### src/hw/rtl/rrrt_pkg.sv
// ----------------------------------------------------------------------------
// rrrt_pkg
// Types and constants shared by the repeat request rate table.
// ----------------------------------------------------------------------------
package rrrt_pkg;

    localparam int PID_W    = 22;
    localparam int START_W  = 64;
    localparam int ADDR_W   = 48;
    localparam int LEN_W    = 48;
    localparam int TIME_W   = 32;
    localparam int COUNT_W  = 16;
    localparam int WINDOW_W = 8;

    localparam int CFG_INDEX_W = 2;
    localparam int CFG_DATA_W  = 16;

    localparam logic [CFG_INDEX_W-1:0] CFG_COUNT_LIMIT    = 2'd0;
    localparam logic [CFG_INDEX_W-1:0] CFG_WINDOW_SECONDS = 2'd1;

    localparam logic [COUNT_W-1:0]  COUNT_LIMIT_RESET    = 16'd100;
    localparam logic [WINDOW_W-1:0] WINDOW_SECONDS_RESET = 8'd1;
    localparam logic [COUNT_W-1:0]  COUNT_MAX            = 16'hFFFF;

    typedef struct packed {
        logic [PID_W-1:0]   pid;
        logic [START_W-1:0] start;
        logic [ADDR_W-1:0]  addr;
        logic [LEN_W-1:0]   length;
        logic [COUNT_W-1:0] count;
        logic               reported;
        logic [TIME_W-1:0]  alloc_time;
        logic [TIME_W-1:0]  check_time;
    } slot_rec_t;

    typedef struct packed {
        logic [PID_W-1:0]   pid;
        logic [START_W-1:0] start;
        logic [ADDR_W-1:0]  addr;
        logic [LEN_W-1:0]   length;
        logic [TIME_W-1:0]  now;
    } req_t;

    typedef struct packed {
        logic match;
        logic alarm;
    } upd_stat_t;

endpackage

### src/hw/rtl/rrrt_slot_update.sv
// ----------------------------------------------------------------------------
// rrrt_slot_update
// Match test and counting rule applied to the slot at the head of the chain.
// ----------------------------------------------------------------------------
module rrrt_slot_update (
    input  rrrt_pkg::slot_rec_t                 rec,
    input  rrrt_pkg::req_t                      req,
    input  logic [rrrt_pkg::COUNT_W-1:0]        count_limit,
    input  logic [rrrt_pkg::WINDOW_W-1:0]       window_seconds,
    output rrrt_pkg::slot_rec_t                 upd_rec,
    output rrrt_pkg::upd_stat_t                 stat
);

    logic [rrrt_pkg::COUNT_W-1:0] count_inc;
    logic [rrrt_pkg::TIME_W-1:0]  elapsed;
    logic                         region_same;

    assign region_same = (rec.addr == req.addr) && (rec.length == req.length);
    assign count_inc   = (rec.count == rrrt_pkg::COUNT_MAX) ? rec.count
                                                            : rec.count + 1'b1;
    // A clock that went backwards counts as no time elapsed.
    assign elapsed     = (req.now >= rec.check_time) ? req.now - rec.check_time
                                                     : '0;

    always_comb
    begin
        upd_rec    = rec;
        stat.match = (rec.pid == req.pid) && (rec.start == req.start);
        stat.alarm = 1'b0;
        if (!rec.reported)
        begin
            if (!region_same)
            begin
                upd_rec.addr       = req.addr;
                upd_rec.length     = req.length;
                upd_rec.check_time = req.now;
                upd_rec.count      = '0;
            end
            else if (count_inc > count_limit)
            begin
                if (elapsed <= {{(rrrt_pkg::TIME_W-rrrt_pkg::WINDOW_W){1'b0}},
                                window_seconds})
                begin
                    upd_rec.count    = count_inc;
                    upd_rec.reported = 1'b1;
                    stat.alarm       = 1'b1;
                end
                else
                begin
                    upd_rec.check_time = req.now;
                    upd_rec.count      = '0;
                end
            end
            else
            begin
                upd_rec.count = count_inc;
            end
        end
    end

endmodule

### config.mk
export PLATFORM = sky130hd
export DESIGN_NAME = rrrt_slot_update
export DESIGN_NICKNAME = d
export VERILOG_FILES = /design/src/hw/rtl/rrrt_pkg.sv /design/src/hw/rtl/rrrt_slot_update.sv
export SDC_FILE = /design/constraint.sdc
export NUM_CORES = 1
export LEC_CHECK = 0
export BUFFER_PORTS_ARGS = -buffer_cell sky130_fd_sc_hd__buf_2
export CAP_MARGIN = 40
export CORE_AREA = 2 2 295 297
export DETAILED_ROUTE_END_ITERATION = 12
export DIE_AREA = 0 0 297 299
export GPL_TIMING_DRIVEN = 0
export PLACE_DENSITY = 0.3
export SYNTH_ARGS = -nofsm -noshare
export SYNTH_HDL_FRONTEND = slang
export SYNTH_SLANG_ARGS = --single-unit
### constraint.sdc
create_clock -name vclk -period 4.76
set_input_delay 0.476 -clock vclk [all_inputs]
set_output_delay 0.476 -clock vclk [all_outputs]
set_load 0.05 [all_outputs]
==> impl_metrics.ini <==
[outcome]
status = complete, but fails checks
violations = negative setup slack

[critical_path]
crit_slowest_cell = a311o_1
required_ns = 4.28
worstSetupEndpointType = output port
critPathBufInv = 5
crit_type = primary input to output port
critPathMaxFanout = 8
cp-start-kind = primary input
crit_family = compound AO/OA/AOI/OAI gates
cpPeakStageDelay_ns = 0.33
critPathArrivalTime_ns = 5.03

[timing]
finalSetupViolations = 50
drv_slew = 0
fmax_ghz = 0.182
post-route-period-util = 1.16
worst_pin_slew_ns = 0.893
relSlewSlack = 0.405
final_hold_viol_count = 0
setup_ws_ns = -0.748
finalCriticalPeriod_ns = 5.51
grt_setup_unrepaired = true

[pwr]
p_per_area_mw_per_mm2 = 141
p_leak_nw = 6.83
ir_drop_uv = 72.7

[detailed_routing]
drt-total-wl_um = 67300
drcViolationCount = 0
vias = 11066
dr.pass1.iters = 5
ant_nets = 0
routedWlPerCell_um = 22.5
vias_per_cell = 3.69
drtIter0Drc = 564

[synthesis]
synthMuxAreaShare = 0.198
synthAdderAreaFrac = 0.0904
syn_inst = 1072
synth_compound_area_frac = 0.147
ys_warn_count = 0
synth.cell_area_sq_mm = 0.00811
synthSimpleGateAreaFrac = 0.176
netlist_top_cells_area = mux2_2 (14%), xnor2_1 (13%), buf_4 (11%), xor2_1 (9.3%), ha_1 (8.8%)
syn_nets = 1631
synth_top_area_frac = 0.137
seq_area_frac_synth = 0
avgSynthCellArea_sq_um = 7.57
synthDistinctLibCells = 66
synth_xor_area_frac = 0.220
synth_top_family_by_area = XOR/XNOR gates
yosys.area.top_type = mux2_2

[finish]
final_common_cell = buf_2
area_growth_pct = 79.3
design.seq.count = 0
drive_above_1_share = 0.602
layout_common_cells = buf_2 (682), buf_4 (138), xnor2_1 (118), mux2_2 (98), xor2_1 (86)
final_cells = 2995
clock_buffers = 0
nets = 2397
fillCellCount = 9971
regArea_sq_um = 0

[die]
num_rows = 108
core_area_sq_mm = 0.0859
die_area_sq_mm = 0.0888
initial_core_util = 0.0944
die_y_um = 299
io_pins = 766
die_w_um = 297

[global_route]
grt_pass1_vias = 11622
grt_max_degree = 11
grt_pass1_wl_um = 90100
grt_use_total = 0.142
grt.overflow.total = 0
antenna_found_initial = 18

[place]
portBuffers = 731
dpl_worst_slack_ns = -1.39
hpwlAfterDp_um = 62700
place_inst = 2971
place_congestion = 1.01

[flow_run]
maxCapViolCount = 0

[min_path]
hp-start = rec[35]
hold_end = upd_rec[35]
holdPathStages = 2
hp-class = primary input to output port
-- Yosys cell counts, types with 6 or more instances --
library cell / instances
a211oi_1: 8
a21o_1: 15
a21oi_1: 53
and2_1: 10
buf_2: 6
buf_4: 121
clkbuf_1: 25
ha_1: 57
inv_1: 69
mux2_2: 99
mux2_4: 30
nand2_1: 59
nand2b_1: 10
nand3_1: 21
nand4_1: 54
nor2_1: 35
nor3_1: 15
nor4_1: 30
o211ai_1: 8
o21a_1: 11
o21ai_0: 36
o21ai_1: 12
or3_1: 6
xnor2_1: 118
xor2_1: 86
-- worst max path at each step --
stage	startpoint	endpoint	slack (ns)	cells past startpoint
3_5_place_dp	rec[23]	upd_rec[3]	-1.39	27
6_report	rec[9]	upd_rec[3]	-0.75	27
5_1_grt	rec[9]	upd_rec[3]	-0.98	27
2_1_floorplan	req[0]	upd_rec[10]	-0.16	27
4_1_cts	req[0]	upd_rec[2]	-1.05	30
3_3_place_gp	rec[23]	upd_rec[3]	-1.44	27
-- timing repair --
| item | CTS | global route |
|---|---|---|
| hold buffers | 0 | 0 |
| buffers inserted | 16 | 5 |
| cloned | 2 | 1 |
| resized for setup | 148 | 33 |
| setup endpoints to repair | 51 | 51 |
| pin swaps | 20 | 22 |
-- kinds of logic (layout without fill, tap and decap cells) --
kind of cell | Yosys count | count (layout)
simple gates | 265 | 265
buf+inv | 225 | 989
xor+xnor | 204 | 204
compound gates | 187 | 187
mux | 133 | 133
fa+ha+maj | 58 | 58
other cells | 0 | 4
-- routing by layer --
metal | track usage | part of all wire
met2 | 0.246 | 0.48
met1 | 0.175 | 0.41
met5 | 0 | 0.0022
met3 | 0.0553 | 0.10
met4 | 0.00385 | 0.0041
-- where the power goes --
| part | switching [mW] | leakage [nW] | internal [mW] |
|---|---|---|---|
| logic | 1.29 | 6.83 | 0.750 |
| clock network | 0 | 0.0000254 | 0.000000115 |
| registers | 0 | 0 | 0 |
-- metrics by stage --
stage | setup TNS (ns) | instance area, sq um | power [mW] | hold WS (ns) | util
detailed placement | -61.15 | 13700 | 1.96 | 1.25 | 0.159
finish | -33.97 | 14500 | 2.04 | 1.25 | 0.169
global placement | -98.04 | 13500 | 1.95 | 1.25 | 0.157
global route | -45.01 | 14500 | 2.19 | 1.26 | 0.169
floorplan | -6.42 | 8420 | 1.24 | 1.12 | -
CTS | -46.03 | 14400 | 2.05 | 1.25 | 0.167
-- cell type report --
class | instances | area, sq um | share of cell area
multi-input combinational | 847 | 7250 | 0.499
antenna | 4 | 10.0 | 0.000688
inverter | 69 | 272 | 0.0187
buffer | 153 | 1140 | 0.0782
timing repair buffer | 767 | 4430 | 0.304
tap | 1155 | 1450 | 0.0994
Note: power is estimated with default switching activity, not from simulation.
