[src/hw/rtl/rrrt_pkg.sv]
// ----------------------------------------------------------------------------
// rrrt_pkg
// Types and constants shared by the repeat request rate table.
// ----------------------------------------------------------------------------
package rrrt_pkg;

    localparam int PID_W    = 22;
    localparam int START_W  = 64;
    localparam int ADDR_W   = 48;
    localparam int LEN_W    = 48;
    localparam int TIME_W   = 32;
    localparam int COUNT_W  = 16;
    localparam int WINDOW_W = 8;

    localparam int CFG_INDEX_W = 2;
    localparam int CFG_DATA_W  = 16;

    localparam logic [CFG_INDEX_W-1:0] CFG_COUNT_LIMIT    = 2'd0;
    localparam logic [CFG_INDEX_W-1:0] CFG_WINDOW_SECONDS = 2'd1;

    localparam logic [COUNT_W-1:0]  COUNT_LIMIT_RESET    = 16'd100;
    localparam logic [WINDOW_W-1:0] WINDOW_SECONDS_RESET = 8'd1;
    localparam logic [COUNT_W-1:0]  COUNT_MAX            = 16'hFFFF;

    typedef struct packed {
        logic [PID_W-1:0]   pid;
        logic [START_W-1:0] start;
        logic [ADDR_W-1:0]  addr;
        logic [LEN_W-1:0]   length;
        logic [COUNT_W-1:0] count;
        logic               reported;
        logic [TIME_W-1:0]  alloc_time;
        logic [TIME_W-1:0]  check_time;
    } slot_rec_t;

    typedef struct packed {
        logic [PID_W-1:0]   pid;
        logic [START_W-1:0] start;
        logic [ADDR_W-1:0]  addr;
        logic [LEN_W-1:0]   length;
        logic [TIME_W-1:0]  now;
    } req_t;

    typedef struct packed {
        logic match;
        logic alarm;
    } upd_stat_t;

endpackage

[src/hw/rtl/rrrt_cell.sv]
// ----------------------------------------------------------------------------
// rrrt_cell
// One slot of the table: shifts towards the head or takes a replacement.
// ----------------------------------------------------------------------------
module rrrt_cell (
    input  logic                clk,
    input  logic                rst_n,
    input  logic                shift_en,
    input  logic                wr_en,
    input  rrrt_pkg::slot_rec_t shift_in,
    input  rrrt_pkg::slot_rec_t wr_rec,
    output rrrt_pkg::slot_rec_t rec
);

    rrrt_pkg::slot_rec_t rec_reg;
    rrrt_pkg::slot_rec_t rec_next;

    always_comb
    begin
        rec_next = rec_reg;
        if (shift_en)
        begin
            rec_next = shift_in;
        end
        else if (wr_en)
        begin
            rec_next = wr_rec;
        end
    end

    always_ff @(posedge clk or negedge rst_n)
    begin
        if (!rst_n)
        begin
            rec_reg <= '0;
        end
        else
        begin
            rec_reg <= rec_next;
        end
    end

    assign rec = rec_reg;

endmodule

[config.mk]
export PLATFORM = sky130hd
export DESIGN_NAME = rrrt_cell
export DESIGN_NICKNAME = d
export VERILOG_FILES = /design/src/hw/rtl/rrrt_pkg.sv /design/src/hw/rtl/rrrt_cell.sv
export SDC_FILE = /design/constraint.sdc
export NUM_CORES = 1
export LEC_CHECK = 0
export BUFFER_PORTS_ARGS = -buffer_cell sky130_fd_sc_hd__buf_2
export CORE_AREA = 2 2 305 307
export DETAILED_ROUTE_END_ITERATION = 8
export DIE_AREA = 0 0 307 309
export PLACE_DENSITY = 0.35
export SETUP_SLACK_MARGIN = 0.4
export SLEW_MARGIN = 25
export SYNTH_ARGS = -nofsm -noshare
export SYNTH_HDL_FRONTEND = slang
export SYNTH_SLANG_ARGS = --single-unit
[constraint.sdc]
create_clock -name clk -period 0.9 [get_ports clk]
set_clock_uncertainty 0.15 [all_clocks]
set_input_delay 0.045 -clock clk [delete_from_list [all_inputs] [get_ports clk]]
set_output_delay 0.045 -clock clk [all_outputs]
set_load 0.02 [all_outputs]
==> impl_summary.log <==
INFO  metric run_status = finished with violations
INFO  metric violated_checks = hold timing, setup timing
INFO  metric area_delta_synth_final = 95.3%
INFO  metric syn_inst = roughly 1100
INFO  metric crit_arrival = ~1200 ps
INFO  metric clock-sinks = between 200 and 300
INFO  metric cts_tree = done
INFO  metric internal_power = 0.0267 W
INFO  metric final-setup-viol-count = approximately 330
INFO  metric antenna_found_initial = 8
INFO  metric finalMaxSlewViolations = 0
INFO  metric met1Wirelength = 21000 um
INFO  metric post-route-worst-setup-slack = -519 ps
INFO  metric drv.max_cap_violation_count = 0
INFO  metric synth.net_count = about 1700
INFO  metric finalInstanceArea = approximately 23000 um2
INFO  metric switching_fraction_of_total_power = 0.293
INFO  metric detail_route.vias_per_cell = ~3.7
INFO  metric pwr-share-comb = 0.255
INFO  metric global_route.overflow_total = 0
INFO  metric grt_max_degree = 47
INFO  metric routed-via-count = 12684
INFO  metric yosys_warnings = 0
INFO  metric netSwitchingPower = ~0.011 W
INFO  metric post_detailed_route_wirelength_per_cell = about 16 um
INFO  metric floorplan.die.width = 307 um
INFO  metric cts_max_path_buffers = 3
INFO  metric synth_top_area_frac = 0.550
INFO  metric die_area = around 95000 um2
INFO  metric io-pin-count = between 700 and 800
INFO  metric met2WireLength = roughly 30000 um
INFO  metric syn-cell-area = 12000 um2
INFO  metric drcViolationCount = 0
INFO  metric place_congestion = 0.833
INFO  metric final_hold_viol_count = roughly 530
INFO  metric startpoint_type = flop
INFO  metric post_synth.cell_area_avg = 10.5 um2
INFO  metric synth.yosys.seq_area_share = 0.550
INFO  metric die_y = 309 um
INFO  metric first_global_vias = 13805
INFO  metric clock_tree.htree_level_count = 2
INFO  metric route.final.wire_length = 55300 um
INFO  metric max_rail_drop_vdd = ~830 uV
INFO  metric slew-limit-headroom = 0.724
INFO  metric max_slew.worst_pin.slew = 415 ps
INFO  metric path_clk_slew = 60 ps
INFO  metric synth_top_area_cell = sky130_fd_sc_hd__dfrtp_1
INFO  metric layout.nets = 2744
INFO  metric hpwlAfterDp = between 40000 and 50000 um
INFO  metric fmax = around 700 MHz
INFO  metric drt-pass1-iter-count = 5
INFO  metric worstSetupPathType = flop to output pin
INFO  metric insertion_delay = approximately 530 ps
INFO  metric power.static_leakage = 11.4 nW
INFO  metric synth-main-ff-cell = sky130_fd_sc_hd__dfrtp_1
INFO  metric timing.final.crit_share = 1.58
INFO  metric synthDistinctLibCells = 9
INFO  metric uppermost_layer_routed = met4
INFO  metric power.density = ~1600 nW/um2
INFO  metric cts_root_buffer = sky130_fd_sc_hd__clkbuf_16
INFO  metric totalNegativeSetupSlack = -102460 ps
INFO  metric io_buffer_count = between 700 and 800
INFO  metric initial_core_util = 0.131
INFO  metric holdCritPathClass = primary input to async pin
INFO  metric cp_data_required_time = ~700 ps
INFO  metric drt.antenna.violating_nets = 0
INFO  metric dp_worst_slack = -319 ps
INFO  metric cp-end-kind = output pin
INFO  metric timing.final.crit_period = roughly 1400 ps
INFO  metric worst-path-max-fanout = 2
INFO  metric wl_met3 = approximately 3300 um
INFO  metric power_frac_clock = 0.374
INFO  metric synth-edff-count = 0
INFO  metric async_reset_ff_frac = 1.00
INFO  metric synth-seq-cells = 263
INFO  metric rsz0062_at_grt = yes
INFO  metric synth_commonest_cells = 263 x sky130_fd_sc_hd__dfrtp_1, 263 x sky130_fd_sc_hd__mux2i_1, 263 x sky130_fd_sc_hd__nand2_1, 163 x sky130_fd_sc_hd__o21ai_0, 100 x sky130_fd_sc_hd__o21ai_1
INFO  metric gr_usage_total = 0.109
INFO  metric drt-initial-drc-count = 439
INFO  metric fp.coreArea = just over 90000 um2
INFO  metric drive_gt1_frac = 0.501
INFO  metric synth_top_cells_by_area = sky130_fd_sc_hd__dfrtp_1 55%, sky130_fd_sc_hd__mux2i_1 22%, sky130_fd_sc_hd__nand2_1 8.3%, sky130_fd_sc_hd__o21ai_0 6.8%, sky130_fd_sc_hd__o21ai_1 4.2%
INFO  metric tritoncts.num_buffers = 35
INFO  metric postPlaceCellArea = 18200 um2
INFO  metric ctsHoldBuffers = ~180
INFO  metric largest_register_ff_count = ~260
INFO  metric grt_first_pass_wirelength = roughly 80000 um
INFO  metric worst_hold_check_slack = -727 ps
INFO  metric power.sequential.fraction = 0.371
INFO  metric core.rowCount = ~110
INFO  metric final_core_util = 0.255
-- critical path, cell delays in order, from the launching register on --
cell	delay, ps
sky130_fd_sc_hd__dfrtp_2	440
sky130_fd_sc_hd__buf_6	130
sky130_fd_sc_hd__buf_6	120
-- metrics by stage --
| step | instances | power [W] |
|---|---|---|
| 4_1_cts | 3403 | 0.0384 |
| 3_3_place_gp | 3136 | 0.0213 |
| 2_1_floorplan | 1139 | 0.0174 |
| 6_report | 3435 | 0.0377 |
| 5_1_grt | 3434 | 0.0397 |
| 3_5_place_dp | 3136 | 0.0213 |
-- kinds of logic (layout without fill, tap and decap cells) --
group / count (synthesis) / count (layout) / synth area share
flops: 263 / 263 / 0.550
simple gates: 263 / 263 / 0.0826
other cells: 0 / 9 / 0
compound gates: 263 / 263 / 0.110
mux: 263 / 263 / 0.220
buf+inv: 87 / 1188 / 0.0366
-- placed cells by master, fill, tap and decap left out, drive strengths merged --
cell | Yosys | routed
buf | 54 | 942
nand2 | 263 | 263
o21ai | 263 | 263
mux2i | 263 | 263
dfrtp | 263 | 263
dlygate4sd3 | 0 | 183
clkbuf | 33 | 56
diode | 0 | 9
clkinv | 0 | 4
clkinvlp | 0 | 2
bufinv | 0 | 1
-- per-layer routing --
metal	up-vias	track usage
li1	6077	-
met4	0	0.0428
met1	6022	0.120
met3	89	0.0220
met5	-	0
met2	496	0.203
-- power by group through the flow --
stage	clock network [W]	registers, W	logic [W]
global placement	0	0.0139	0.00736
floorplan	0	0.0152	0.00219
detailed placement	0	0.0139	0.00737
global route	0.0153	0.0141	0.0103
finish	0.0141	0.0140	0.00962
CTS	0.0149	0.0140	0.00955
-- final timing paths --
path | from | cells past startpoint | to | slack [ps]
min in group clk | shift_in[109] | 3 | rec[109]$_DFFE_PN0P_ | -410
min reg2reg | rec[109]$_DFFE_PN0P_ | 2 | rec[109]$_DFFE_PN0P_ | 420
max reg2reg | rec[61]$_DFFE_PN0P_ | 4 | rec[61]$_DFFE_PN0P_ | -190
max in group asynchronous | rst_n | 3 | rec[46]$_DFFE_PN0P_ | 840
min | rst_n | 2 | rec[172]$_DFFE_PN0P_ | -730
max | rec[152]$_DFFE_PN0P_ | 2 | rec[152] | -520
-- area by class of cell --
type	instances	area [um2]
Fill cell	9832	68000
Antenna cell	9	22.5
Tap cell	1186	1480
Sequential cell	263	6740
Clock buffer	56	1080
Clock inverter	7	65.1
Multi-Input combinational cell	789	4950
Timing Repair Buffer	1125	9010
-- timing repair --
item,CTS,global route
resized for setup,606,49
hold endpoints to repair,526,526
setup buffers,21,23
pin swaps,3,22
endpoints found under the setup margin,526,526
(Power assumes the default switching activity.)
